## src/design/utf8_to_utf16_ucs4_decoder_defines.svh

```systemverilog
// Assertion macros used by the UTF-8 decoder top level.
`ifndef UTF8_TO_UTF16_UCS4_DECODER_DEFINES_SVH
`define UTF8_TO_UTF16_UCS4_DECODER_DEFINES_SVH

// Same-cycle implication, disabled while in reset.
`define U8DEC_ASSERT_NOW(label, clk, rst, ante, cons) \
  label: assert property (@(posedge clk) disable iff (rst) (ante) |-> (cons)) \
    else $error("u8dec assertion failed");

// Next-cycle implication, disabled while in reset.
`define U8DEC_ASSERT_NEXT(label, clk, rst, ante, cons) \
  label: assert property (@(posedge clk) disable iff (rst) (ante) |=> (cons)) \
    else $error("u8dec assertion failed");

`endif

```

## src/design/u8dec_pkg.sv

```systemverilog
// Types, constants and helpers for the UTF-8 to UTF-16/UCS-4 decoder.
package u8dec_pkg;

  localparam int UnitW   = 21;
  localparam int MaxRes  = 4;
  localparam int HeldMax = 3;

  localparam logic [UnitW-1:0] REPL_CHAR = 21'h00FFFD;
  localparam logic [UnitW-1:0] SUPP_BASE = 21'h010000;
  localparam logic [UnitW-1:0] CODE_MAX  = 21'h10FFFF;
  localparam logic [UnitW-1:0] SURR_LO   = 21'h00D7FF;
  localparam logic [UnitW-1:0] SURR_END  = 21'h00E000;
  localparam logic [UnitW-1:0] BMP_MAX   = 21'h00FFFF;
  localparam logic [15:0]      HI_SURR   = 16'hD800;
  localparam logic [15:0]      LO_SURR   = 16'hDC00;

  // sequence length from a lead byte (0 = not a lead)
  localparam logic [2:0] LEN_BAD = 3'd0;
  localparam logic [2:0] LEN_1   = 3'd1;
  localparam logic [2:0] LEN_2   = 3'd2;
  localparam logic [2:0] LEN_3   = 3'd3;
  localparam logic [2:0] LEN_4   = 3'd4;

  typedef struct packed {
    logic [UnitW-1:0] unit;
    logic             rep;
  } res_t;

  // one step's outcome: results plus how the held bytes change
  typedef struct packed {
    res_t [MaxRes-1:0] res;
    logic [2:0]        cnt;
    logic [1:0]        hold_count;
    logic              hold_wr;
    logic [1:0]        hold_idx;
  } step_t;

  function automatic logic [2:0] seq_len(input logic [7:0] c);
    logic [2:0] len;
    if (c[7] == 1'b0)           len = LEN_1;
    else if (c[7:5] == 3'b110)  len = LEN_2;
    else if (c[7:4] == 4'b1110) len = LEN_3;
    else if (c[7:3] == 5'b11110) len = LEN_4;
    else                        len = LEN_BAD;
    return len;
  endfunction

  function automatic logic is_cont(input logic [7:0] c);
    return c[7:6] == 2'b10;
  endfunction

endpackage

```

## src/design/u8dec_step.sv

```systemverilog
// Per-byte decode: combines held bytes with the new byte into up to four results.
module u8dec_step (
  input  logic [7:0]       held0,
  input  logic [7:0]       held1,
  input  logic [7:0]       held2,
  input  logic [1:0]       held_count,
  input  logic [7:0]       byte_in,
  input  logic             last_in,
  input  logic             utf16,
  output u8dec_pkg::step_t step
);
  import u8dec_pkg::*;

  always_comb begin
    logic [2:0]       need_x;
    logic [2:0]       need_h;
    logic             fresh_bad;
    logic [2:0]       fresh_cnt;
    res_t             fresh_res;
    logic             fresh_hold;
    logic             ext_bad;
    logic             complete;
    logic [UnitW-1:0] u;
    logic [UnitW-1:0] v;
    logic [2:0]       k;
    res_t             repl;

    repl.unit = REPL_CHAR;
    repl.rep  = 1'b1;
    need_x = seq_len(byte_in);
    need_h = seq_len(held0);
    k      = {1'b0, held_count};

    // new byte taken as a fresh lead
    fresh_bad  = (need_x == LEN_BAD) || ((need_x == LEN_2) && (byte_in[4:1] == 4'd0));
    fresh_hold = 1'b0;
    fresh_res  = repl;
    fresh_cnt  = 3'd1;
    if (!fresh_bad) begin
      if (need_x == LEN_1) begin
        fresh_res.unit = {13'd0, byte_in};
        fresh_res.rep  = 1'b0;
      end else if (!last_in) begin
        fresh_hold = 1'b1;
        fresh_cnt  = 3'd0;
      end
    end

    // held prefix is known good, so only the new byte can break it
    ext_bad = !is_cont(byte_in) ||
              ((held_count == 2'd1) &&
               (((need_h == LEN_3) && (held0[3:0] == 4'h0) && !byte_in[5]) ||
                ((need_h == LEN_3) && (held0[3:0] == 4'hD) && byte_in[5]) ||
                ((need_h == LEN_4) && (held0[2:0] == 3'd0) && (byte_in[5:4] == 2'd0))));
    complete = (({1'b0, held_count} + 3'd1) == need_h);

    case (need_h)
      LEN_2:   u = {10'd0, held0[4:0], byte_in[5:0]};
      LEN_3:   u = {5'd0, held0[3:0], held1[5:0], byte_in[5:0]};
      LEN_4:   u = {held0[2:0], held1[5:0], held2[5:0], byte_in[5:0]};
      default: u = '0;
    endcase
    v = u - SUPP_BASE;

    step.res        = {MaxRes{repl}};
    step.cnt        = 3'd0;
    step.hold_count = 2'd0;
    step.hold_wr    = 1'b0;
    step.hold_idx   = 2'd0;

    if ((held_count == 2'd0) || ext_bad) begin
      // each held continuation byte fails as a lead, then the new byte starts over
      for (int i = 0; i < MaxRes; i++) begin
        if (i == int'(k)) step.res[i] = fresh_res;
      end
      step.cnt = k + fresh_cnt;
      if (fresh_hold) begin
        step.hold_wr    = 1'b1;
        step.hold_idx   = 2'd0;
        step.hold_count = 2'd1;
      end
    end else if (complete) begin
      step.cnt = 3'd1;
      if (!utf16 || (u <= SURR_LO) || ((u >= SURR_END) && (u <= BMP_MAX))) begin
        step.res[0].unit = u;
        step.res[0].rep  = 1'b0;
      end else if ((u >= SUPP_BASE) && (u <= CODE_MAX)) begin
        step.res[0].unit = {5'd0, HI_SURR | {6'd0, v[19:10]}};
        step.res[0].rep  = 1'b0;
        step.res[1].unit = {5'd0, LO_SURR | {6'd0, v[9:0]}};
        step.res[1].rep  = 1'b0;
        step.cnt         = 3'd2;
      end
    end else if (last_in) begin
      // truncated at end of text: lead and every continuation become FFFD
      step.cnt = {1'b0, held_count} + 3'd1;
    end else begin
      step.hold_wr    = 1'b1;
      step.hold_idx   = held_count;
      step.hold_count = held_count + 2'd1;
    end
  end

endmodule

```

## src/design/utf8_to_utf16_ucs4_decoder.sv

```systemverilog
// Top level of the UTF-8 to UTF-16/UCS-4 decoder.
//
//  channel | signals                                     | dir
//  in      | in_valid, in_ready, byte_value, last_byte    | request in
//  out     | out_valid, out_ready, code_unit, replaced,   | request out
//          | run_end, text_end                            |
//  cfg     | cfg_write, cfg_data (output_utf16)           | write only
//
// A byte is taken into the input register, decoded combinationally against the
// held bytes and its 0..4 results loaded into the result group register.
// Results leave one per cycle while out_ready is high; one byte per cycle
// when each gives at most one result and out_ready stays high.
// Bytes with no result pass without waiting on the output. Reset clears the
// held count, both valid flags and sets UTF-16 mode; no clearing pass.
module utf8_to_utf16_ucs4_decoder (
  input  logic                      clk,
  input  logic                      rst,
  input  logic                      in_valid,
  output logic                      in_ready,
  input  logic [7:0]                byte_value,
  input  logic                      last_byte,
  output logic                      out_valid,
  input  logic                      out_ready,
  output logic [u8dec_pkg::UnitW-1:0] code_unit,
  output logic                      replaced,
  output logic                      run_end,
  output logic                      text_end,
  input  logic                      cfg_write,
  input  logic [0:0]                cfg_data
);
  import u8dec_pkg::*;

  `include "utf8_to_utf16_ucs4_decoder_defines.svh"

  logic             output_utf16;
  logic             item_valid;
  logic [7:0]       item_byte;
  logic             item_last;
  logic [7:0]       held_bytes [HeldMax];
  logic [1:0]       held_count;
  res_t [MaxRes-1:0] grp_res;
  logic [2:0]       grp_cnt;
  logic [1:0]       grp_ptr;
  logic             grp_valid;
  logic             grp_last;
  step_t            step;
  logic             grp_free;
  logic             fire;
  logic             load;
  res_t             cur;

  u8dec_step u_step (
    .held0      (held_bytes[0]),
    .held1      (held_bytes[1]),
    .held2      (held_bytes[2]),
    .held_count (held_count),
    .byte_in    (item_byte),
    .last_in    (item_last),
    .utf16      (output_utf16),
    .step       (step)
  );

  assign cur       = grp_res[grp_ptr];
  assign out_valid = grp_valid;
  assign code_unit = cur.unit;
  assign replaced  = cur.rep;
  assign run_end   = ({1'b0, grp_ptr} == (grp_cnt - 3'd1));
  assign text_end  = run_end && grp_last;

  assign grp_free = !grp_valid || (out_ready && run_end);
  assign fire     = item_valid && ((step.cnt == 3'd0) || grp_free);
  assign load     = fire && (step.cnt != 3'd0);
  assign in_ready = !item_valid || fire;

  always_ff @(posedge clk) begin
    if (rst) begin
      output_utf16 <= 1'b1;
    end else if (cfg_write) begin
      output_utf16 <= cfg_data[0];
    end
  end

  always_ff @(posedge clk) begin
    if (rst) begin
      item_valid <= 1'b0;
    end else if (in_ready) begin
      item_valid <= in_valid;
    end
  end

  always_ff @(posedge clk) begin
    if (in_valid && in_ready) begin
      item_byte <= byte_value;
      item_last <= last_byte;
    end
  end

  always_ff @(posedge clk) begin
    if (rst) begin
      held_count <= 2'd0;
    end else if (fire) begin
      held_count <= step.hold_count;
    end
  end

  always_ff @(posedge clk) begin
    if (fire && step.hold_wr) begin
      held_bytes[step.hold_idx] <= item_byte;
    end
  end

  always_ff @(posedge clk) begin
    if (rst) begin
      grp_valid <= 1'b0;
      grp_ptr   <= 2'd0;
    end else if (load) begin
      grp_valid <= 1'b1;
      grp_ptr   <= 2'd0;
    end else if (grp_valid && out_ready) begin
      if (run_end) begin
        grp_valid <= 1'b0;
      end else begin
        grp_ptr <= grp_ptr + 2'd1;
      end
    end
  end

  always_ff @(posedge clk) begin
    if (load) begin
      grp_res  <= step.res;
      grp_cnt  <= step.cnt;
      grp_last <= item_last;
    end
  end

  `U8DEC_ASSERT_NOW(a_grp_cnt_range, clk, rst, grp_valid,
                    (grp_cnt != 3'd0) && (grp_cnt <= 3'd4))
  `U8DEC_ASSERT_NOW(a_held_is_lead, clk, rst, held_count != 2'd0,
                    held_bytes[0][7:6] == 2'b11)
  `U8DEC_ASSERT_NEXT(a_last_flushes, clk, rst, fire && item_last, held_count == 2'd0)
  `U8DEC_ASSERT_NEXT(a_load_starts, clk, rst, load, grp_valid && (grp_ptr == 2'd0))
  `U8DEC_ASSERT_NEXT(a_group_continues, clk, rst, grp_valid && out_ready && !run_end,
                     grp_valid)

endmodule

```

## config.mk

```make
export PLATFORM = sky130hd
export DESIGN_NAME = utf8_to_utf16_ucs4_decoder
export DESIGN_NICKNAME = d
export VERILOG_FILES = /design/src/design/u8dec_pkg.sv /design/src/design/u8dec_step.sv /design/src/design/utf8_to_utf16_ucs4_decoder.sv
export VERILOG_INCLUDE_DIRS = /design/src /design/src/design
export SDC_FILE = /design/constraint.sdc
export NUM_CORES = 1
export LEC_CHECK = 0
export BUFFER_PORTS_ARGS = -buffer_cell sky130_fd_sc_hd__buf_2
export CAP_MARGIN = 20
export CELL_PAD_IN_SITES_DETAIL_PLACEMENT = 1
export CELL_PAD_IN_SITES_GLOBAL_PLACEMENT = 1
export CORE_ASPECT_RATIO = 2
export CORE_MARGIN = 2
export CORE_UTILIZATION = 40
export CTS_BUF_LIST = sky130_fd_sc_hd__clkbuf_16
export DETAILED_ROUTE_END_ITERATION = 8
export HOLD_SLACK_MARGIN = 0.05
export PLACE_DENSITY = 0.77
export SLEW_MARGIN = 5
export SYNTH_ARGS = -nofsm -noshare
export SYNTH_HDL_FRONTEND = slang
export SYNTH_HIERARCHICAL = 1
export SYNTH_SLANG_ARGS = --single-unit
```

## constraint.sdc

```tcl
create_clock -name clk -period 8.5 [get_ports clk]
set_clock_uncertainty 0.05 [all_clocks]
set_input_delay 0.425 -clock clk [delete_from_list [all_inputs] [get_ports clk]]
set_output_delay 0.425 -clock clk [all_outputs]
set_load 0.05 [all_outputs]
```

==> summary.md <==
| Metric | Value |
|---|---|
| Sum of negative setup slack | 0 ns |
| Setup repair after global routing missed its margin | false |
| Met3 track utilization from global routing | 4.78% |
| P&R area growth vs syn | 11.5% |
| Run status | finished, final reports clean |
| Post-route non-filler standard cell count | 714 |
| Diode insertion count for antenna repair | 0 |
| CTS root buf | clkbuf_16 |
| Number of levels the H-tree was split into | 4 |
| Clock period minus final worst setup slack | 5.05 ns |
| GR Layer Usage met1 | 18.4% |
| IO Pins | 41 |
| Layout net count | 524 |
| Core ar. | 15900 µm² |
| Post-synth design cell area | 6490 µm² |
| Layer with the highest usage after global routing | met2 |
| # rows | 65 |
| Proportion of layout cells with a drive suffix above 1 | 22.0% |
| Maximum number of buffers from clock root to sink | 2 |
| Worst slew slack as a fraction of its limit | 38.0% |
| Post_cts resized | 0 |
| Final total power | 1.54 mW |
| Number of post-CTS setup repair buffers | 0 |
| Number of antenna violations at the first check in global routing | 0 |
| Total power per unit cell area | 214 nW/µm² |
| Final Hold Violating Endpoints | 0 |
| Clock latency on the worst-skew pair | 0.42 ns |
| Detailed-route wire length | 16.6 mm |
| Post-CTS clock slew at the launch and capture registers of the worst setup and hold paths | 0.06 ns |
| Total global-route track usage | 20.5% |
| Slew @ Worst Pin | 0.924 ns |
| Die footprint | 17300 µm² |
| Vias post-DR | 4093 |
| Hold crit path type | primary input to flip-flop |
| Global route total overflow | 0 |
| Post-Synthesis Cells | 484 |
| Critical path startpoint category | flip-flop |
| Finish-stage setup viols | 0 |
| DIE HEIGHT | 184 µm |
| Leakage | 2.30 nW |
| Post-detailed-route wirelength per cell | 23.3 µm |
| Arrival time at the worst endpoint | 4.58 ns |
| First-pass GRT wire length | 25.4 mm |
| HPWL Detailed | 12.6 mm |
| Total cell area at the placement stage | 6630 µm² |
| Final worst path period share | 59.4% |
| DRC violation count after routing | 0 |
| Worst hold-check slack | 0.122 ns |
| Data required time at the worst endpoint | 8.03 ns |
| Max Freq | 198 MHz |
| Drt first pass iters | 6 |
| Post-detailed-route count of antenna-violating nets | 0 |
| CTS Hold Buffers Added | 0 |
| Final GP Congestion | 0.948 |
| Port Buffer Count | 40 |
| Via density per instance | 5.73 |
| Inst Count DP | 681 |
| Starting density of the core | 40.9% |
| Clock buffer count from CTS | 17 |
| Sink count of the clock tree | 128 |
| Clock tree from TritonCTS | built |
| Start-to-end type of the worst setup path | flip-flop to primary output |
| M2 GR Usage | 37.7% |
| Count of max-cap constraint violations | 0 |
| Number of DRC markers in iteration 0 | 278 |
| Largest fanout of any net on the critical path | 13 |
| Vias in the first global route | 4494 |
| Category of the worst setup path capture point | primary output |
| Peak supply drop | 0.154 mV |
| Finished layout cell area | 7230 µm² |
| Final Slew Violations | 0 |
| Maximum number of pins on one net before global-route repair | 95 |
| Die X-Extent | 94.1 µm |
| Yosys warning count | 6 |
| Synthesized area per cell | 13.4 µm² |
==> stage by stage <==
stage               setup slack, ns  utilization [%]
finish                         3.45             45.6
global route                   3.19             45.6
CTS                            3.38             45.4
detailed placement             3.41             41.8
global placement               3.55             41.8
floorplan                     0.499                -
==> cells in the final DEF (no fill, tap or decap), types with 6 or more instances in the layout <==
cell type / instances
buf_2: 40
and3_1: 12
nand2b_1: 14
mux4_2: 20
clkbuf_16: 17
edfxtp_1: 121
a21oi_1: 17
nor2_1: 18
nor3_1: 6
nor2b_1: 11
conb_1: 15
dfxtp_1: 6
o22ai_1: 7
o21ai_0: 15
ha_1: 9
inv_1: 23
and2_1: 8
nand4_1: 6
nand2_1: 25
==> power breakdown <==
part / leakage, nW / switching, mW / internal (mW) / total (mW)
clock network: 0.276 / 0.278 / 0.429 / 0.706
registers: 1.07 / 0.0174 / 0.714 / 0.732
logic: 0.946 / 0.0728 / 0.0331 / 0.106
==> path summary, 6_finish.rpt <==
| check | cells past startpoint | from | slack [ns] | to |
|---|---|---|---|---|
| worst min-delay path | 1 | byte_value[4] | 0.12 | item_byte[4]$_DFFE_PP_ |
| worst max register to register | 13 | held_bytes[0][3]$_DFFE_PP_ | 3.61 | held_bytes[2][5]$_DFFE_PP_ |
| worst min register to register | 2 | held_count[1]$_SDFFE_PP0N_ | 0.51 | held_count[1]$_SDFFE_PP0N_ |
| worst max-delay path | 13 | held_bytes[0][3]$_DFFE_PP_ | 3.45 | in_ready |
==> flip-flops by register name (all words and copies together) (netlist names) <==
signal,count
grp_res,88
held_bytes,20
item_byte,8
grp_cnt,3
grp_ptr,2
held_count,2
grp_last,1
item_last,1
item_valid,1
out_valid,1
output_utf16,1
==> critical path, stage by stage, from the launching register on <==
cell and delay (ns):
edfxtp_1 0.56, nor2b_1 0.58, and3_1 0.27, inv_1 0.09
ha_1 0.23, o31a_1 0.17, nor3_1 0.16, a31oi_1 0.14
a31o_1 0.33, nor4_2 0.52, o31ai_1 0.17, or3_1 0.46
nand4_1 0.18, buf_2 0.29
==> routing by layer <==
metal,vias to the layer above,wire (µm)
li1,1853,-
met1,2055,5550
met2,125,9370
met3,60,451
met4,0,1250
met5,-,0
==> layout make-up <==
cell class	count	area, µm²
well taps	201	251
fillers	1636	8630
clock inverters	15	146
repair buffers	44	250
inverters	21	78.8
multi-input cells	288	2300
clock buffers	17	425
flip-flops and latches	128	3770
No activity file was read; power rests on OpenSTA's default activity.
